==> config.mk <==
export PLATFORM = sky130hd
export DESIGN_NAME = spi_register_access_master
export DESIGN_NICKNAME = d
export VERILOG_FILES = /design/src/rtl/core/spira_pkg.sv /design/src/rtl/core/spi_register_access_master.sv /design/src/rtl/core/spira_in_reg.sv /design/src/rtl/core/spira_seq.sv
export SDC_FILE = /design/constraint.sdc
export NUM_CORES = 1
export LEC_CHECK = 0
export CAP_MARGIN = 20
export CORE_ASPECT_RATIO = 0.8
export CORE_MARGIN = 5
export CORE_UTILIZATION = 40
export CTS_CLUSTER_SIZE = 14
export DETAILED_ROUTE_END_ITERATION = 8
export DONT_BUFFER_PORTS = 1
export PLACE_DENSITY = 0.55
export SYNTH_ARGS = -nofsm -noshare
export SYNTH_HDL_FRONTEND = slang
export SYNTH_SLANG_ARGS = --single-unit
==> constraint.sdc <==
create_clock -name aclk -period 2.5 [get_ports aclk]
set_input_delay 0.5 -clock aclk [delete_from_list [all_inputs] [get_ports aclk]]
set_output_delay 0.5 -clock aclk [all_outputs]
set_load 0.01 [all_outputs]
==> src/rtl/core/spira_pkg.sv <==
// types and constants shared by the spi register access master
`timescale 1ns / 1ps

package spira_pkg;

    // input item kinds carried on tuser
    localparam logic KIND_START = 1'b0;
    localparam logic KIND_TICK  = 1'b1;

    // reset value of the device address register
    localparam logic [6:0] CHIP_ADDR_RESET = 7'd4;

    // index of the last byte of the three byte frame
    localparam logic [1:0] FRAME_LAST_BYTE = 2'd2;

    // widths of the packed stream words
    localparam int S_TDATA_W = 24;
    localparam int M_TDATA_W = 16;

    // one input item
    typedef struct packed {
        logic       kind;
        logic       read_not_write;
        logic [7:0] reg_address;
        logic [7:0] write_data;
        logic       serial_data_in;
    } item_t;

    // one result item
    typedef struct packed {
        logic       chip_select;
        logic       serial_clock;
        logic       serial_data_out;
        logic       busy_res;
        logic       done_res;
        logic [7:0] read_data;
        logic       start_ignored;
    } result_t;

endpackage

==> src/rtl/core/spi_register_access_master.sv <==
// top level of the tick driven spi register access master
//
// channel  | dir | handshake                    | content
// s_axis   | in  | s_axis_tvalid/s_axis_tready  | start or tick transaction
// m_axis   | out | m_axis_tvalid/m_axis_tready  | line levels and status per item
// cfg      | in  | cfg_we                       | device address register
//
// one transaction per cycle while m_axis is not stalled; a result is offered on m_axis
// after its input passes the input register, then the sequencer into the output register
// reset clears the handshake flags and the sequencer, and sets the address register to 4
// a stall on m_axis holds the result; s_axis_tready drops only while both
// registers are full and m_axis_tready is low
`timescale 1ns / 1ps

module spi_register_access_master (
    input  logic                             aclk,
    input  logic                             aresetn,
    // device address, written while idle
    input  logic                             cfg_we,
    input  logic [6:0]                       cfg_wdata,
    input  logic                             s_axis_tvalid,
    output logic                             s_axis_tready,
    // read_not_write[0], reg_address[8:1], write_data[16:9], serial_data_in[17], zero pad
    input  logic [spira_pkg::S_TDATA_W-1:0]  s_axis_tdata,
    // kind[0]
    input  logic                             s_axis_tuser,
    output logic                             m_axis_tvalid,
    input  logic                             m_axis_tready,
    // chip_select[0], serial_clock[1], serial_data_out[2], busy_res[3], done_res[4],
    // read_data[12:5], start_ignored[13], zero pad
    output logic [spira_pkg::M_TDATA_W-1:0]  m_axis_tdata
);

    spira_pkg::item_t   s_item;
    spira_pkg::item_t   item;
    spira_pkg::result_t result;
    logic               item_valid;
    logic               out_ready;
    logic               fire;
    logic               m_valid_reg;
    logic               m_valid_next;
    spira_pkg::result_t m_result_reg;

    // unpack the input transaction
    always_comb begin
        s_item.kind           = s_axis_tuser;
        s_item.read_not_write = s_axis_tdata[0];
        s_item.reg_address    = s_axis_tdata[8:1];
        s_item.write_data     = s_axis_tdata[16:9];
        s_item.serial_data_in = s_axis_tdata[17];
    end

    // output register free or being emptied
    assign out_ready = !m_valid_reg || m_axis_tready;
    assign fire      = item_valid && out_ready;

    spira_in_reg u_in_reg (
        .aclk       (aclk),
        .aresetn    (aresetn),
        .in_valid   (s_axis_tvalid),
        .in_ready   (s_axis_tready),
        .in_item    (s_item),
        .down_ready (out_ready),
        .item_valid (item_valid),
        .item       (item)
    );

    spira_seq u_seq (
        .aclk      (aclk),
        .aresetn   (aresetn),
        .cfg_we    (cfg_we),
        .cfg_wdata (cfg_wdata),
        .fire      (fire),
        .item      (item),
        .result    (result)
    );

    // output register valid flag
    always_comb begin
        m_valid_next = m_valid_reg;
        if (out_ready) begin
            m_valid_next = item_valid;
        end
    end

    always_ff @(posedge aclk) begin
        if (!aresetn) begin
            m_valid_reg <= 1'b0;
        end else begin
            m_valid_reg <= m_valid_next;
        end
    end

    always_ff @(posedge aclk) begin
        if (fire) begin
            m_result_reg <= result;
        end
    end

    // pack the result transaction
    assign m_axis_tvalid = m_valid_reg;
    assign m_axis_tdata  = {2'b00,
                            m_result_reg.start_ignored,
                            m_result_reg.read_data,
                            m_result_reg.done_res,
                            m_result_reg.busy_res,
                            m_result_reg.serial_data_out,
                            m_result_reg.serial_clock,
                            m_result_reg.chip_select};

endmodule

==> src/rtl/core/spira_in_reg.sv <==
// input register stage holding one accepted transaction
`timescale 1ns / 1ps

module spira_in_reg (
    input  logic            aclk,
    input  logic            aresetn,
    input  logic            in_valid,
    output logic            in_ready,
    input  spira_pkg::item_t in_item,
    input  logic            down_ready,
    output logic            item_valid,
    output spira_pkg::item_t item
);

    logic             valid_reg;
    logic             valid_next;
    spira_pkg::item_t item_reg;

    // take a new transaction when empty or when the held one moves on
    assign in_ready   = !valid_reg || down_ready;
    assign item_valid = valid_reg;
    assign item       = item_reg;

    // valid flag follows the handshake on both sides
    always_comb begin
        valid_next = valid_reg;
        if (in_ready) begin
            valid_next = in_valid;
        end
    end

    always_ff @(posedge aclk) begin
        if (!aresetn) begin
            valid_reg <= 1'b0;
        end else begin
            valid_reg <= valid_next;
        end
    end

    // payload needs no reset
    always_ff @(posedge aclk) begin
        if (in_ready && in_valid) begin
            item_reg <= in_item;
        end
    end

endmodule

==> src/rtl/core/spira_seq.sv <==
// frame sequencer: line levels, counters, capture and device address register
`timescale 1ns / 1ps

module spira_seq (
    input  logic               aclk,
    input  logic               aresetn,
    input  logic               cfg_we,
    input  logic [6:0]         cfg_wdata,
    input  logic               fire,
    input  spira_pkg::item_t   item,
    output spira_pkg::result_t result
);

    // sequence phases
    localparam logic [2:0] PH_SEL_HIGH = 3'd0;
    localparam logic [2:0] PH_SEL_LOW  = 3'd1;
    localparam logic [2:0] PH_DRIVE    = 3'd2;
    localparam logic [2:0] PH_CLK_HIGH = 3'd3;
    localparam logic [2:0] PH_BIT_INC  = 3'd4;
    localparam logic [2:0] PH_CLK_LOW  = 3'd5;
    localparam logic [2:0] PH_FINISH   = 3'd6;

    logic [6:0]  chip_addr_reg;
    logic [2:0]  phase_reg, phase_next;
    logic [3:0]  bit_index_reg, bit_index_next;
    logic [1:0]  byte_index_reg, byte_index_next;
    logic [23:0] frame_reg, frame_next;
    logic [7:0]  captured_reg, captured_next;
    logic        active_reg, active_next;
    logic        sel_reg, sel_next;
    logic        clk_reg, clk_next;
    logic        dat_reg, dat_next;

    logic        done;
    logic        ignored;
    logic [2:0]  pos;
    logic [7:0]  cur_byte;

    // bit position, msb first
    assign pos = 3'd7 - bit_index_reg[2:0];

    // frame byte selected by the byte counter
    always_comb begin
        unique case (byte_index_reg)
            2'd0:    cur_byte = frame_reg[23:16];
            2'd1:    cur_byte = frame_reg[15:8];
            2'd2:    cur_byte = frame_reg[7:0];
            default: cur_byte = 8'd0;
        endcase
    end

    // next state for one transaction
    always_comb begin
        phase_next      = phase_reg;
        bit_index_next  = bit_index_reg;
        byte_index_next = byte_index_reg;
        frame_next      = frame_reg;
        captured_next   = captured_reg;
        active_next     = active_reg;
        sel_next        = sel_reg;
        clk_next        = clk_reg;
        dat_next        = dat_reg;
        done            = 1'b0;
        ignored         = 1'b0;
        if (fire) begin
            if (item.kind == spira_pkg::KIND_START) begin
                if (active_reg) begin
                    ignored = 1'b1;
                end else begin
                    frame_next = {chip_addr_reg, item.read_not_write, item.reg_address,
                                  item.read_not_write ? 8'd0 : item.write_data};
                    captured_next   = 8'd0;
                    sel_next        = 1'b1;
                    clk_next        = 1'b0;
                    dat_next        = 1'b0;
                    phase_next      = PH_SEL_HIGH;
                    bit_index_next  = 4'd0;
                    byte_index_next = 2'd0;
                    active_next     = 1'b1;
                end
            end else if (active_reg) begin
                unique case (phase_reg)
                    PH_SEL_HIGH: begin
                        sel_next        = 1'b1;
                        captured_next   = 8'd0;
                        bit_index_next  = 4'd0;
                        byte_index_next = 2'd0;
                        phase_next      = PH_SEL_LOW;
                    end
                    PH_SEL_LOW: begin
                        sel_next   = 1'b0;
                        phase_next = PH_DRIVE;
                    end
                    PH_DRIVE: begin
                        dat_next = cur_byte[pos];
                        if (byte_index_reg == 2'd2) begin
                            captured_next = captured_reg | (8'(item.serial_data_in) << pos);
                        end
                        phase_next = PH_CLK_HIGH;
                    end
                    PH_CLK_HIGH: begin
                        clk_next   = 1'b1;
                        phase_next = PH_BIT_INC;
                    end
                    PH_BIT_INC: begin
                        bit_index_next = bit_index_reg + 4'd1;
                        phase_next     = PH_CLK_LOW;
                    end
                    PH_CLK_LOW: begin
                        clk_next = 1'b0;
                        if (bit_index_reg < 4'd8) begin
                            phase_next = PH_DRIVE;
                        end else if (byte_index_reg < spira_pkg::FRAME_LAST_BYTE) begin
                            byte_index_next = byte_index_reg + 2'd1;
                            bit_index_next  = 4'd0;
                            phase_next      = PH_DRIVE;
                        end else begin
                            phase_next = PH_FINISH;
                        end
                    end
                    // end of frame, also the unused phase
                    default: begin
                        sel_next    = 1'b1;
                        active_next = 1'b0;
                        phase_next  = PH_SEL_HIGH;
                        done        = 1'b1;
                    end
                endcase
            end
        end
    end

    // result shows the levels after the transaction
    always_comb begin
        result.chip_select     = sel_next;
        result.serial_clock    = clk_next;
        result.serial_data_out = dat_next;
        result.busy_res        = active_next;
        result.done_res        = done;
        result.read_data       = captured_next;
        result.start_ignored   = ignored;
    end

    always_ff @(posedge aclk) begin
        if (!aresetn) begin
            chip_addr_reg  <= spira_pkg::CHIP_ADDR_RESET;
            phase_reg      <= PH_SEL_HIGH;
            bit_index_reg  <= 4'd0;
            byte_index_reg <= 2'd0;
            frame_reg      <= 24'd0;
            captured_reg   <= 8'd0;
            active_reg     <= 1'b0;
            sel_reg        <= 1'b1;
            clk_reg        <= 1'b0;
            dat_reg        <= 1'b0;
        end else begin
            if (cfg_we) begin
                chip_addr_reg <= cfg_wdata;
            end
            phase_reg      <= phase_next;
            bit_index_reg  <= bit_index_next;
            byte_index_reg <= byte_index_next;
            frame_reg      <= frame_next;
            captured_reg   <= captured_next;
            active_reg     <= active_next;
            sel_reg        <= sel_next;
            clk_reg        <= clk_next;
            dat_reg        <= dat_next;
        end
    end

endmodule

; Yosys cells after proc, flatten, opt, wreduce, memory -nomap -nowiden
; Index checks and enable logic that the tools add are counted.
[classes]
mul = 0
n_addsub = 3
n_shift = 1
reduce_logical = 15
eq_ne = 13
n_div = 0
mux = 49
n_bitwise = 3
magnitude_cmp = 3
[ops]
columns = cell, n
row1 = two-way mux 8 bit, 6
row2 = one-hot mux 8 bit (3 select lines), 1
row3 = two-way mux 1 bit, 20
row4 = two-way mux 4 bit, 5
row5 = one-hot mux 3 bit (6 select lines), 1
row6 = one-hot mux 8 bit (2 select lines), 1
row7 = two-way mux 3 bit, 5
row8 = one-hot mux 4 bit (3 select lines), 1
row9 = AND reduction 6 bit, 2
row10 = two-way mux 2 bit, 5
row11 = != test 3 bit (second input constant), 3
row12 = bitwise OR 8 bit, 1
row13 = << shifter 1 x 3 -> 8 bit, 1
row14 = == test 3 x 2 -> 1 bit (second input constant), 2
row15 = == test 3 bit (second input constant), 2
row16 = AND reduction 3 bit, 2
row17 = OR reduction 6 bit, 1
row18 = adder 4 x 1 -> 4 bit (second input constant), 1
row19 = < comparator 3 x 4 -> 1 bit (second input constant), 1
row20 = < comparator 4 bit (second input constant), 1
row21 = != test 4 bit (second input constant), 1
row22 = one-hot mux 1 bit (2 select lines), 2
row23 = one-hot mux 2 bit (2 select lines), 1
row24 = OR reduction 4 bit, 1
row25 = 16 further kinds, 20
[word_totals]
in_bits = 37
latch_bits = 0
register_bits = 87
mem_count = 0
out_inout_bits = 18
ramBits = 0
romBits = 0
wordCells = 111

; Logic depth before layout (Yosys ltp)
[logic_depth]
depth_word = 8
mapped_depth = 8
depth_no_buf = 7

; Cells and area by module
; Synthesis repeated with hierarchy kept, for this count alone.
[hier_totals]
hier_cells = 373
hier_area_um2 = 3797.4
[modules_own_cells]
columns = mod, seq_area_each_um2, instances, area_each_um2, cells_per_inst
row1 = spira_seq, 1041.0, 1, 2672.6, 327
row2 = spira_in_reg, 590.6, 1, 628.1, 24
row3 = spi_register_access_master, 440.4, 1, 496.7, 22

; Worst setup path before layout
; Ideal clock, no wire load.
[synth_path]
path_kind = input to register
from = input port m_axis_tready
to = register m_result_reg (netlist bit m_axis_tdata[10]) (data pin)
required_ns = 2.241
path_stages = 5
slack_ns = 0.533
path_buffers = 0
setup_ns = 0.259
arrival_time_ns = 1.708
path_cell_list = nand2b_1 nand2_2 inv_1 nand2_1 a22o_1
[synth_lines]
columns = item, line_no
row1 = from (decl), spi_register_access_master.sv:28  ; input logic m_axis_tready,
row2 = to (signal assigned), spi_register_access_master.sv:96  ; m_result_reg <= result;
row3 = to (decl), spi_register_access_master.sv:42  ; spira_pkg::result_t m_result_reg;

==> metrics <==
Rel. slew slack=39.5%; total grt overflow=0; total track usage=14.4%; Final Non-Filler Cells=around 460; total power=2.90 mW; area leader, netlist=dfxtp_1; Setup TNS=0 ns; worst vdd ir=between 0.4 and 0.5 mV; fin nets=381; htree depth=3; Largest register FFs=24; die area=~11,000 sq um; Num CTS Buffers=9; hold crit path type=input port to flop; Starting DRT DRC Count=225; CTS resizes=0; layout cells sized above 1=8.50%; Post-CTS Setup Repair Bufs=0; outcome=finished, final reports clean; DRC=0; Flop pwr share=53.6%; Die H=95.2 microns; Tmin final=2.05 ns; Max Fclk=0.487 GHz; initial antenna violation count=0; synthesized area=approximately 3600 sq um; critical-path maximum fanout=8; Cell variety after synth=55; largest net degree at the start of global routing=25; max-slew violations=0; max cap viols=0; Antenna Cells=0; Finished Core Util=44.4%; post-synth top area share=29.8%; synthesized instance count=~340; switch share=22.5%; IO Count=55; Final ANT Viol Nets=0; IO Port Bufs=0; Area contributors post-synth=dfxtp_1 30%, edfxtp_1 27%, nand2_1 5.2%; critical path arrival=2.11 ns; clock power share=between 40% and 50%; Worst Skew=~0.0096 ns; CP endpoint kind=flop; hold-fix buffers at CTS=0; total wire length=7330 microns; DR WL/cell=about 16 microns; root buf cell=clkbuf_16; largest buffer count on any clock path=2; CTS tree=yes; clk sinks=87; row count=31; main flop type after synthesis=dfxtp_1; Hold Vio Cnt, Final=0; Pwr Density=728 nW/um^2; Reg clk slew, reported paths=approximately 0.07 ns; met2 routed WL=3110 microns; Final setup viols=0; most common cell after layout, fill and taps aside=dfxtp_1; Vias/cell=5.30; static leakage=between 1 and 1.5 nW; type of origin of the critical path=flop; CP Class=flop to flop; Initial DRT Pass Iterations=5; clk_lat worst skew=roughly 0.34 ns; Post-synth EDFFs=33; vias in the first global route=between 2,000 and 2,500; asr flop ratio synth=0%; first-pass GRT wire length=12,100 microns; average cell area after synthesis=10.6 sq um; most frequent cells in the layout=54 x dfxtp_1, 50 x nand2_1, 35 x a21oi_1; metal1 wirelength=3650 microns; Area Growth Syn to Fin=9.65%; flops & latches, synth=87; Pint=2.25 mW; DPL Wire Length=5050 microns; net switching power=654 uW; DR vias=2,418; Met3 Routed Length=493 microns; crit share post-route=approximately 80%; WP data required=2.56 ns; uppermost layer routed=met4; core area=8960 sq um; Filler Cell Count=864; slew of the pin with the lowest slew margin=0.907 ns; Ys Warns=0; routability cong.=0.805; placed cell count=440; post-synthesis sequential area ratio=approximately 57%; Comb pwr share=3.9%; unrepaired setup endpoints after global routing=false; Chip Width=117 microns; initial core utilization=40.5%
-- path summary, 6_finish.rpt --
kind,start,to,slack (ns),cells after the start
worst min-delay path,aresetn,u_seq.chip_addr_reg[2]$_SDFFE_PN1P_,0.23,1
worst min register to register,u_seq.frame_reg[2]$_SDFFE_PN0P_,u_seq.frame_reg[2]$_SDFFE_PN0P_,0.46,2
worst max register to register,u_seq.byte_index_reg[1]$_SDFFE_PN0P_,m_axis_tdata[2]$_DFFE_PP_,0.45,7
worst max-delay path,u_seq.byte_index_reg[1]$_SDFFE_PN0P_,m_axis_tdata[2]$_DFFE_PP_,0.45,7
-- critical path: stages (launching register included) --
cell and delay (ns):
dfxtp_1 0.40, inv_1 0.11, ha_1 0.29, a222oi_1 0.39
mux2i_1 0.12, a311oi_1 0.24, or4_4 0.17, o21ai_1 0.06
-- routing by layer --
layer / vias to the layer above / track usage (%)
met5: - / 0
met4: 0 / 4.68
met3: 6 / 6.35
met2: 64 / 19.6
met1: 1141 / 20.3
li1: 1207 / -
-- logic make-up (layout without fill, tap and decap cells) --
group / count (synthesis) / count (layout) / share of synthesized area [%]
AOI/OAI and AO/OA: 74 / 74 / 13.5
adders and majority gates: 8 / 8 / 2.76
buffers and inverters: 32 / 29 / 4.10
DFF: 87 / 87 / 57.0
muxes: 13 / 13 / 3.93
other: 1 / 2 / 0.103
and+or+nand+nor: 128 / 128 / 18.6
-- per-stage QoR --
| step | cell area (sq um) | hold slack (ns) | worst slack [ns] |
|---|---|---|---|
| floorplan | 3640 | 0.431 | 0.533 |
| CTS | 3980 | 0.214 | 0.431 |
| global route | 3980 | 0.230 | 0.255 |
| global placement | 3710 | 0.441 | 0.451 |
| detailed placement | 3710 | 0.447 | 0.437 |
| finish | 3980 | 0.232 | 0.447 |
-- synth_stat cells, types with 2 or more instances --
master     n
dfxtp_1   54
nand2_1   50
a21oi_1   35
edfxtp_1  33
nor2_1    18
and2_1    13
mux2i_1   12
clkbuf_1  10
inv_1      9
nand3b_1   9
ha_1       8
nand2b_1   8
buf_2      7
a222oi_1   6
and3_1     5
nand3_1    5
nor3_1     5
a22o_1     4
nor2b_1    4
o21ai_0    4
a22oi_1    3
a32o_1     3
buf_4      3
a31oi_1    2
nor4_2     2
o21a_1     2
-- layout make-up --
class	count	area, sq um	area share (%)
multi-input combinational	225	1420	35.5
inverter	9	33.8	0.848
clock inverter	5	42.5	1.07
sequential	87	2070	52.0
timing repair buffer	4	42.5	1.07
tap	115	144	3.61
clock buffer	11	233	5.84
-- power groups by stage --
stage               Clock [mW]  Combinational [mW]  Sequential (mW)
CTS                       1.28               0.115             1.55
detailed placement           0               0.114             1.59
finish                    1.23               0.113             1.55
global placement             0               0.113             1.59
floorplan                    0              0.0969             1.57
global route              1.35               0.128             1.56
(Power assumes the default switching activity.)
